==> src/sv/fseq_pkg.sv <==
// Shared types and constants for the frame sequencer.
// Holds the configuration, state, input word and result word types.
// Depends on nothing.
`timescale 1ns / 1ps
`default_nettype none

package fseq_pkg;

  localparam int MaxFrames = 64;
  localparam int PosW      = 6;
  localparam int CntW      = PosW + 1;
  localparam int ModeW     = 3;
  localparam int CountW    = 7;
  localparam int DelayW    = 24;
  localparam int ElapsedW  = 16;
  localparam int SumW      = 32;
  localparam int CfgIdxW   = 2;
  localparam int CfgDataW  = 24;

  localparam logic [CfgIdxW-1:0] RegPlayMode   = 2'd0;
  localparam logic [CfgIdxW-1:0] RegFrameCount = 2'd1;
  localparam logic [CfgIdxW-1:0] RegLimitFrame = 2'd2;
  localparam logic [CfgIdxW-1:0] RegFrameDelay = 2'd3;

  localparam logic [ModeW-1:0] ModeLoop         = 3'd0;
  localparam logic [ModeW-1:0] ModeLoopToLimit  = 3'd1;
  localparam logic [ModeW-1:0] ModeOnceFromLim  = 3'd2;
  localparam logic [ModeW-1:0] ModeOnceToLimit  = 3'd3;
  localparam logic [ModeW-1:0] ModeLoopUpToLim  = 3'd4;
  localparam logic [ModeW-1:0] ModeOnce         = 3'd5;
  localparam logic [ModeW-1:0] ModePingPong     = 3'd6;
  localparam logic [ModeW-1:0] ModePingPongOnce = 3'd7;

  typedef enum logic [1:0] {
    CmdTick    = 2'd0,
    CmdRestart = 2'd1,
    CmdJump    = 2'd2
  } cmd_e;

  typedef struct packed {
    logic [ModeW-1:0]  play_mode;
    logic [CountW-1:0] frame_count;
    logic [PosW-1:0]   limit_frame;
    logic [DelayW-1:0] frame_delay;
  } cfg_t;

  typedef struct packed {
    logic [SumW-1:0] time_sum;
    logic [PosW-1:0] frame_pos;
    logic            run_done;
    logic            reverse_dir;
  } state_t;

  typedef struct packed {
    cmd_e                command;
    logic [ElapsedW-1:0] elapsed_time;
    logic [PosW-1:0]     jump_frame;
  } in_t;

  typedef struct packed {
    logic [PosW-1:0] frame_index;
    logic            finished;
    logic            going_back;
  } out_t;

endpackage

`default_nettype wire

==> src/sv/fseq_step.sv <==
// Next-state logic of the frame sequencer: one word against the current state.
// Purely combinational; uses fseq_pkg.
`timescale 1ns / 1ps
`default_nettype none

module fseq_step (
  input  wire fseq_pkg::cfg_t   cfg_i,
  input  wire fseq_pkg::state_t state_i,
  input  wire fseq_pkg::in_t    item_i,
  output fseq_pkg::state_t      state_o,
  output fseq_pkg::out_t        result_o
);
  import fseq_pkg::*;

  logic [CntW-1:0]  n;
  logic [CntW-1:0]  n_m1;
  logic [CntW-1:0]  lim;
  logic [CntW-1:0]  pos0;
  logic [CntW-1:0]  p1;
  logic [CntW-1:0]  q;
  logic [CntW-1:0]  q1;
  logic [CntW-1:0]  pm;
  logic [CntW-1:0]  p;
  logic [SumW:0]    sum_full;
  logic [SumW-1:0]  sum_sat;
  logic             acc_en;
  logic             adv;
  logic             done_t;
  logic             rev_t;
  logic [SumW-1:0]  ts_t;
  state_t           nx;

  always_comb begin
    n = CntW'(cfg_i.frame_count);
    if (n == '0) begin
      n = CntW'(1);
    end else if (n > CntW'(MaxFrames)) begin
      n = CntW'(MaxFrames);
    end
    n_m1 = n - CntW'(1);
    lim  = CntW'(cfg_i.limit_frame);
    if (lim > n_m1) begin
      lim = n_m1;
    end
    pos0 = CntW'(state_i.frame_pos);
    if (pos0 >= n) begin
      pos0 = '0;
    end
    p1 = pos0 + CntW'(1);

    case (cfg_i.play_mode)
      ModeOnce:         acc_en = !state_i.run_done;
      ModePingPong:     acc_en = (n != CntW'(1));
      ModePingPongOnce: acc_en = (n != CntW'(1)) && !state_i.run_done;
      default:          acc_en = 1'b1;
    endcase

    sum_full = {1'b0, state_i.time_sum} + (SumW + 1)'(item_i.elapsed_time);
    sum_sat  = sum_full[SumW] ? '1 : sum_full[SumW-1:0];
    adv      = acc_en && (sum_sat > SumW'(cfg_i.frame_delay));

    ts_t   = state_i.time_sum;
    done_t = state_i.run_done;
    rev_t  = state_i.reverse_dir;
    p      = pos0;
    q      = pos0;
    q1     = p1;
    pm     = pos0;
    if (acc_en) begin
      ts_t = adv ? '0 : sum_sat;
    end

    case (cfg_i.play_mode)
      ModeLoop: begin
        if (adv) p = (p1 >= n) ? '0 : p1;
      end
      ModeLoopToLimit: begin
        if (adv) p = (p1 >= n) ? lim : p1;
      end
      ModeOnceFromLim: begin
        q  = (pos0 < lim) ? lim : pos0;
        q1 = q + CntW'(1);
        p  = q;
        if (adv) p = (q1 >= n) ? n_m1 : q1;
      end
      ModeOnceToLimit: begin
        q  = (pos0 > lim) ? lim : pos0;
        q1 = q + CntW'(1);
        p  = q;
        if (adv) p = (q1 > lim) ? lim : q1;
      end
      ModeLoopUpToLim: begin
        q  = (pos0 > lim) ? '0 : pos0;
        q1 = q + CntW'(1);
        p  = q;
        if (adv) p = (q1 > lim) ? '0 : q1;
      end
      ModeOnce: begin
        if (adv) begin
          if (p1 >= n) begin
            done_t = 1'b1;
            p      = n_m1;
          end else begin
            p = p1;
          end
        end
      end
      default: begin
        if (n == CntW'(1)) begin
          p = '0;
        end else if (adv) begin
          if (state_i.reverse_dir) begin
            pm = (pos0 > '0) ? pos0 - CntW'(1) : '0;
            p  = pm;
            if (pm == '0) begin
              if (cfg_i.play_mode == ModePingPongOnce) done_t = 1'b1;
              else rev_t = 1'b0;
            end
          end else if (p1 >= n) begin
            rev_t = 1'b1;
            p     = n_m1;
          end else begin
            p = p1;
          end
        end
      end
    endcase

    nx = state_i;
    case (item_i.command)
      CmdTick: begin
        nx.time_sum    = ts_t;
        nx.frame_pos   = p[PosW-1:0];
        nx.run_done    = done_t;
        nx.reverse_dir = rev_t;
      end
      CmdRestart: begin
        nx.frame_pos   = '0;
        nx.run_done    = 1'b0;
        nx.reverse_dir = 1'b0;
      end
      CmdJump: begin
        if (CntW'(item_i.jump_frame) < n) nx.frame_pos = item_i.jump_frame;
      end
      default: begin
        nx = state_i;
      end
    endcase
  end

  assign state_o              = nx;
  assign result_o.frame_index = nx.frame_pos;
  assign result_o.finished    = nx.run_done;
  assign result_o.going_back  = nx.reverse_dir;

endmodule

`default_nettype wire

==> src/sv/frame_sequencer_with_play_modes_core.sv <==
// Frame sequencer with eight play modes: top level.
// Input register, next-state logic (fseq_step) and result register; uses fseq_pkg.
//
// Usage:
//   Words enter on in_valid_i / in_ready_o: a tick with elapsed time, a restart
//   or a jump. Each word yields exactly one result word on out_valid_o /
//   out_ready_i carrying the frame index and the finished and going-back marks.
//   Registers are written through cfg_we_i, cfg_index_i and cfg_wdata_i; the
//   user must do so only while no word is in flight, which the block does not
//   enforce. A write takes effect at the next edge. An accepted word passes
//   through the input register and then the result register to out_valid_o.
//   Throughput: one word per cycle unless stalled; the state update is one
//   saturating 32-bit add, one frame-delay compare and a small index update.
//   Reset clears the accumulator, position and marks and loads play mode 0,
//   frame count 1, limit 0 and delay 0.
//   When the receiver stalls, the result register holds its word and the
//   input register holds one more; in_ready_o drops once both are full.
`timescale 1ns / 1ps
`default_nettype none

module frame_sequencer_with_play_modes_core (
  input  wire                            clk_i,
  input  wire                            rst_ni,
  input  wire                            cfg_we_i,
  input  wire [fseq_pkg::CfgIdxW-1:0]    cfg_index_i,
  input  wire [fseq_pkg::CfgDataW-1:0]   cfg_wdata_i,
  input  wire                            in_valid_i,
  output logic                           in_ready_o,
  input  wire fseq_pkg::in_t             in_data_i,
  output logic                           out_valid_o,
  input  wire                            out_ready_i,
  output fseq_pkg::out_t                 out_data_o
);
  import fseq_pkg::*;

  cfg_t   cfg_q;
  state_t state_q;
  state_t state_d;
  in_t    in_q;
  logic   in_valid_q;
  out_t   out_q;
  out_t   out_d;
  logic   out_valid_q;
  logic   advance;

  assign advance    = in_valid_q && (!out_valid_q || out_ready_i);
  assign in_ready_o = !in_valid_q || advance;

  always_ff @(posedge clk_i or negedge rst_ni) begin
    if (!rst_ni) begin
      cfg_q.play_mode   <= ModeLoop;
      cfg_q.frame_count <= CountW'(1);
      cfg_q.limit_frame <= '0;
      cfg_q.frame_delay <= '0;
    end else if (cfg_we_i) begin
      case (cfg_index_i)
        RegPlayMode:   cfg_q.play_mode   <= cfg_wdata_i[ModeW-1:0];
        RegFrameCount: cfg_q.frame_count <= cfg_wdata_i[CountW-1:0];
        RegLimitFrame: cfg_q.limit_frame <= cfg_wdata_i[PosW-1:0];
        RegFrameDelay: cfg_q.frame_delay <= cfg_wdata_i[DelayW-1:0];
        default:       cfg_q             <= cfg_q;
      endcase
    end
  end

  fseq_step u_step (
    .cfg_i    (cfg_q),
    .state_i  (state_q),
    .item_i   (in_q),
    .state_o  (state_d),
    .result_o (out_d)
  );

  always_ff @(posedge clk_i or negedge rst_ni) begin
    if (!rst_ni) begin
      in_valid_q  <= 1'b0;
      out_valid_q <= 1'b0;
      state_q     <= '0;
    end else begin
      if (in_ready_o) in_valid_q <= in_valid_i;
      if (advance) begin
        state_q     <= state_d;
        out_valid_q <= 1'b1;
      end else if (out_ready_i) begin
        out_valid_q <= 1'b0;
      end
    end
  end

  always_ff @(posedge clk_i) begin
    if (in_ready_o && in_valid_i) in_q <= in_data_i;
    if (advance) out_q <= out_d;
  end

  assign out_valid_o = out_valid_q;
  assign out_data_o  = out_q;

  a_hold_input: assert property (@(posedge clk_i) disable iff (!rst_ni)
    (in_valid_q && !advance) |=> (in_valid_q && $stable(in_q)))
    else $error("input word dropped while result side stalled");

  a_result_follows: assert property (@(posedge clk_i) disable iff (!rst_ni)
    advance |=> (out_valid_q && out_q.frame_index == state_q.frame_pos))
    else $error("processed word did not reach the result register");

  a_restart_clears: assert property (@(posedge clk_i) disable iff (!rst_ni)
    (advance && in_q.command == CmdRestart) |=>
      (state_q.frame_pos == '0 && !state_q.run_done && !state_q.reverse_dir))
    else $error("restart did not clear position and marks");

endmodule

`default_nettype wire

==> config.mk <==
export PLATFORM = sky130hd
export DESIGN_NAME = frame_sequencer_with_play_modes_core
export DESIGN_NICKNAME = d
export VERILOG_FILES = /design/src/sv/fseq_pkg.sv /design/src/sv/fseq_step.sv /design/src/sv/frame_sequencer_with_play_modes_core.sv
export SDC_FILE = /design/constraint.sdc
export NUM_CORES = 1
export LEC_CHECK = 0
export ABC_AREA = 0
export BUFFER_PORTS_ARGS = -buffer_cell sky130_fd_sc_hd__buf_2
export CORE_MARGIN = 4
export CORE_UTILIZATION = 35
export DETAILED_ROUTE_END_ITERATION = 10
export GPL_TIMING_DRIVEN = 0
export PLACE_DENSITY = 0.6
export SYNTH_ARGS = -nofsm -noshare
export SYNTH_HDL_FRONTEND = slang
export SYNTH_SLANG_ARGS = --single-unit
==> constraint.sdc <==
create_clock -name clk_i -period 7.9 [get_ports clk_i]
set_input_delay 1.975 -clock clk_i [delete_from_list [all_inputs] [get_ports clk_i]]
set_output_delay 1.975 -clock clk_i [all_outputs]
set_load 0.005 [all_outputs]
Word-level counts from Yosys, hierarchy flattened
Index checks and enable logic that the tools add are counted.
{"block": "word_totals", "latch_bits": 0, "register_bits": 114, "word_cells": 118, "n_memories": 0, "rom_bits": 0, "ram_bits": 0}
{"block": "op_classes", "addsub": 7, "multipliers": 0, "n_div": 0, "order_cmp": 12, "n_bitwise": 0, "mux": 47, "reduce_logical": 22, "n_eq_ne": 14, "shift": 0}
{"op": "$mux W6", "count": 18}
{"op": "$mux W32", "count": 2}
{"op": "$mux W7", "count": 6}
{"op": "$pmux W6 S6", "count": 1}
{"op": "$add A32 B16 Y33", "count": 1}
{"op": "$gt A32 B24 Y1", "count": 1}
{"op": "$pmux W6 S3", "count": 1}
{"op": "$mux W1", "count": 16}
{"op": "$add A6 B1 Y7 const B", "count": 2}
{"op": "$add A7 B1 Y7 const B", "count": 2}
{"op": "$ge A7 B7 Y1", "count": 2}
{"op": "$gt A6 B7 Y1", "count": 2}
{"op": "$gt A7 B7 Y1", "count": 2}
{"op": "$logic_not A7 Y1", "count": 2}
{"op": "$lt A6 B7 Y1", "count": 2}
{"op": "$eq A3 B3 Y1 const B", "count": 4}
{"op": "$reduce_and A2 Y1", "count": 4}
{"op": "$eq A7 B1 Y1 const B", "count": 1}
{"op": "$ge A6 B7 Y1", "count": 1}
{"op": "$gt A7 B7 Y1 const B", "count": 1}
{"op": "$ne A7 B1 Y1 const B", "count": 1}
{"op": "$sub A6 B1 Y7 const B", "count": 1}
{"op": "$sub A7 B1 Y7 const B", "count": 1}
{"op": "$eq A2 B2 Y1 const B", "count": 3}
{"op": "16 further kinds", "count": 25}

Depth between registers and ports, before layout
{"block": "logic_depth", "ltp_word": 14, "mapped_depth": 39, "ltp_nobuf": 38}

Cells and area by module
Synthesis repeated with hierarchy kept, for this count alone.
{"block": "hier_totals", "hier_cells": 1085, "area_unflattened_um2": 9900.7}
{"mod": "fseq_step", "area_per_inst_um2": 5765.5, "cells_each": 874, "seq_area_each_um2": 0.0, "instances": 1}
{"mod": "frame_sequencer_with_play_modes_core", "area_per_inst_um2": 4135.2, "cells_each": 211, "seq_area_each_um2": 3014.1, "instances": 1}

Least setup slack after synthesis
Ideal clock, no wire load.
{"block": "synth_path", "path_type": "flip-flop to flip-flop", "from": "register cfg_q[36] (netlist name)", "to": "register state_q[6] (netlist name)", "n_path_buf": 1, "stages_incl_launch_ff": 37, "arrival_time_ns": 7.412, "slack_ns": 0.363, "setup_time_ns": 0.125, "t_required_ns": 7.775, "cell_sequence": "dfrtp_1 -> clkbuf_1 -> nor3_1 -> nand2_1 -> o21a_1 -> ha_1 -> inv_1 -> nor3_1 -> o21ai_0 -> inv_1 -> ha_1 -> a21o_1 -> a21o_1 -> o21ai_0 -> nor2_1 -> o21ai_0 -> ha_1 -> o211ai_1 -> a21oi_1 -> o21a_1 -> o21ai_1 -> a21oi_1 -> or2_2 -> ha_1 -> nand2_1 -> nor2_1 -> xnor2_1 -> ha_1 -> nand3_1 -> or2_2 -> nand3_1 -> nor3_1 -> a221o_1 -> a211o_1 -> a221oi_1 -> o21ai_1 -> mux2_2"}
{"item": "from (decl)", "line": "frame_sequencer_with_play_modes_core.sv:36", "text": "cfg_t cfg_q;"}
{"item": "from (signal assigned)", "line": "frame_sequencer_with_play_modes_core.sv:61", "text": "default: cfg_q <= cfg_q;"}
{"item": "to (signal assigned)", "line": "frame_sequencer_with_play_modes_core.sv:82", "text": "state_q <= state_d;"}
{"item": "to (decl)", "line": "frame_sequencer_with_play_modes_core.sv:37", "text": "state_t state_q;"}

==> results.txt <==
Mean post-synth cell area: 8.89 sq um
CORE AREA: 26000 sq um
Slew Limit Headroom: 13.6%
Placed Instance Area: 9970 sq um
DR DRC count: 0
CTS Root Cell: clkbuf_16
Buf+Inv Stages, Crit Path: 4
Post-synthesis async set-or-reset flop share: 71.9%
Die X: 170 microns
Finished Layout Cells: 1497
Hold buffer count at CTS: 0
Hold Vio Cnt, Final: 0
Worst setup EP type: flip-flop
HPWL after DPL: 22700 microns
Slew @ Worst Pin: 1.30 ns
CP max FO: 10
Synth Warn #: 0
Internal: 2.47 mW
Most frequent CP cell: a21o_1
Clock Power Share: 16.7%
Iter 0 DRT Violations: 677
Max-cap violations: 0
Cell Rows: 59
Vias/cell: 5.72
Synth top area share: 22.0%
Fin. max-slew vios: 0
TritonCTS buffer count: 17
Hold slack final: 0.486 ns
Clk slew on worst S/H paths: 0.06 ns
Vias in the first global route: 8170
Outcome: completed
PnR worst setup slack: 0.177 ns
Final design area excluding fillers: 11200 sq um
Die area: 28900 sq um
DRT antenna net count: 0
Sinks on Clock Net: 114
Dpl ws: -2.00 ns
CTS Buffer Depth: 2
Max incr delay on CP: 0.41 ns
Post-synthesis sequential area ratio: 32.8%
TritonCTS clock tree: yes
Total wire length: 29800 microns
Max frequency: 0.129 GHz
Reg2Reg Depth: 34
Wire length per cell: 19.9 microns
Slowest CP cell: mux2i_4
Cells after Synth: 1034
First-pass GRT wire length: 46300 microns
# port buffers: 64
Synth area leader: dfrtp_1
Initial antenna violation count: 1
R2R Setup Slk: 0.18 ns
Synth unique cells: 77
Hold/Removal Path Class: reg -> reg
Worst Setup SP: cfg_q[36]
Startpoint types: flip-flop
Nets: 1304
Fin crit share: 97.8%
Top_reg_cell synth: dfrtp_1
Kind of cell adding the most delay to the critical path: compound AO/OA/AOI/OAI gates
DP Cell Count: 1435
Drt pass-1 iters: 5
Flop pwr share: 17.5%
Synth top cells by count: 116 x nand2_1, 99 x ha_1, 81 x dfrtp_1
Net Switching: 2.28 mW
Power density cells: 424 nW/um^2
CP Class: reg -> reg
Largest net degree at the start of global routing: 54
Area of the mapped netlist: 9190 sq um
FF-to-FF End: state_q[6]
Crit path DAT: 8.02 ns
Final setup violation count: 0
Number of flops mapped to enable cells by yosys: 32
Clock skew: 0.0148 ns
Fin crit period: 7.72 ns
H-tree Lvls: 4
Final core utilization: 43.1%
Req. time, crit path: 8.20 ns
Layout cells sized above 1: 21.6%
Leak pwr: 4.95 nW
Most common cell in the synthesized netlist: nand2_1
Area delta synth->final: 21.7%
Clk_lat worst skew: 0.42 ns
Initial core utilization: 35.4%
I/O pins: 65
Die height: 170 microns
Net Sw Frac: 48.0%
Vias: 8560
Flops & latches, synth: 114
Synth area leaders: dfrtp_1 22%, ha_1 13%, edfxtp_1 10%
GPL Wtd Cong: 1.01
Crit path capture: state_q[6]
Tot GR Track Use: 20.3%
Total gr overflow: 0
Combinational share of power: 65.8%
Reg2reg start: cfg_q[36]
ANT cells: 0
WP depth: 34
Peak VDD IR: 0.165 mV
[stage by stage]
step	setup TNS, ns	power, mW
final	0	4.75
after global routing	-0.133	5.13
after CTS	0	4.45
after detailed placement	-20.39	3.49
after global placement	-20.56	3.46
after floorplan	0	2.73
[cell type report]
class                   count  area (sq um)
fillers                  2564         14800
multi-input cells         829          6210
flip-flops and latches    114          3010
repair buffers             96           583
clock buffers              18           429
well taps                 335           419
inverters                  59           225
clock inverters            14           179
plain buffers              32           134
[power groups by stage]
stage / registers [mW] / logic, mW / clock network, mW
3_5_place_dp: 0.834 / 2.65 / 0
2_1_floorplan: 0.803 / 1.93 / 0
4_1_cts: 0.827 / 2.81 / 0.811
5_1_grt: 0.847 / 3.44 / 0.839
3_3_place_gp: 0.830 / 2.63 / 0
6_report: 0.832 / 3.12 / 0.792
[worst min path at each step]
| stage | depth (start not counted) | startpoint | end |
|---|---|---|---|
| final | 1 | state_q[14] | state_q[14] |
| after floorplan | 2 | state_q[8] | state_q[8] |
| after global placement | 1 | state_q[10] | state_q[10] |
| after global routing | 1 | state_q[10] | state_q[10] |
| after CTS | 1 | state_q[19] | state_q[19] |
| after detailed placement | 1 | state_q[14] | state_q[14] |
[sequential cells by signal (all words and copies together) (netlist names)]
| register | count |
|---|---|
| in_valid_q | 1 |
| out_valid_o | 1 |
| state_q | 40 |
| out_data_o | 8 |
| in_q | 24 |
| cfg_q | 40 |
[worst reg2reg max path: cells and delay by family (launching register included)]
family / cells / cell delay (ns)
DFF: 1 / 0.36
xor gates and xnor gates: 1 / 0.23
buffers and inverters: 4 / 0.59
adders and majority gates: 4 / 1.05
muxes: 3 / 1.08
AOI/OAI and AO/OA: 14 / 3.02
and+or+nand+nor: 8 / 1.26
[cell families after synthesis]
kind of cell | Yosys count | synth area share, %
buffers and inverters | 92 | 3.87
XOR/XNOR | 37 | 3.53
flip-flops | 114 | 32.8
AND/OR/NAND/NOR | 345 | 18.3
adder cells (fa/ha/maj) | 100 | 13.7
multiplexers | 58 | 6.97
other | 1 | 0.0408
AO/OA/AOI/OAI | 287 | 20.9
[layer usage]
layer	wire (microns)	vias to the layer above	part of all wire (%)	global-route usage [%]
met4	742	2	2.5	5.03
met1	14200	4105	48	30.1
li1	-	4084	-	-
met2	13000	316	44	30.6
met5	7	-	0.024	0
met3	1870	53	6.3	3.88
[placed cells by master, fill, tap and decap left out, drive strengths merged, types with 13 or more instances in the layout]
cell type / netlist / layout
a211oi: 17 / 17
a21o: 19 / 19
a21oi: 67 / 67
a31oi: 13 / 13
and2: 15 / 15
buf: 4 / 101
clkbuf: 29 / 45
dfrtp: 81 / 81
edfxtp: 32 / 32
ha: 99 / 99
inv: 59 / 61
mux2: 48 / 48
nand2: 116 / 116
nand3: 48 / 48
nand4: 14 / 14
nor2: 55 / 55
nor2b: 14 / 14
nor3: 29 / 29
o211ai: 13 / 13
o21ai: 76 / 76
xnor2: 20 / 20
xor2: 17 / 17
[what timing repair did]
action                     CTS  global route
gates resized for setup     44            42
gates cloned                 0             0
pin swaps                    3            16
setup buffers                5            26
setup endpoints to repair   12            12
hold endpoints to repair     0             0
No activity file was read; power rests on OpenSTA's default activity.
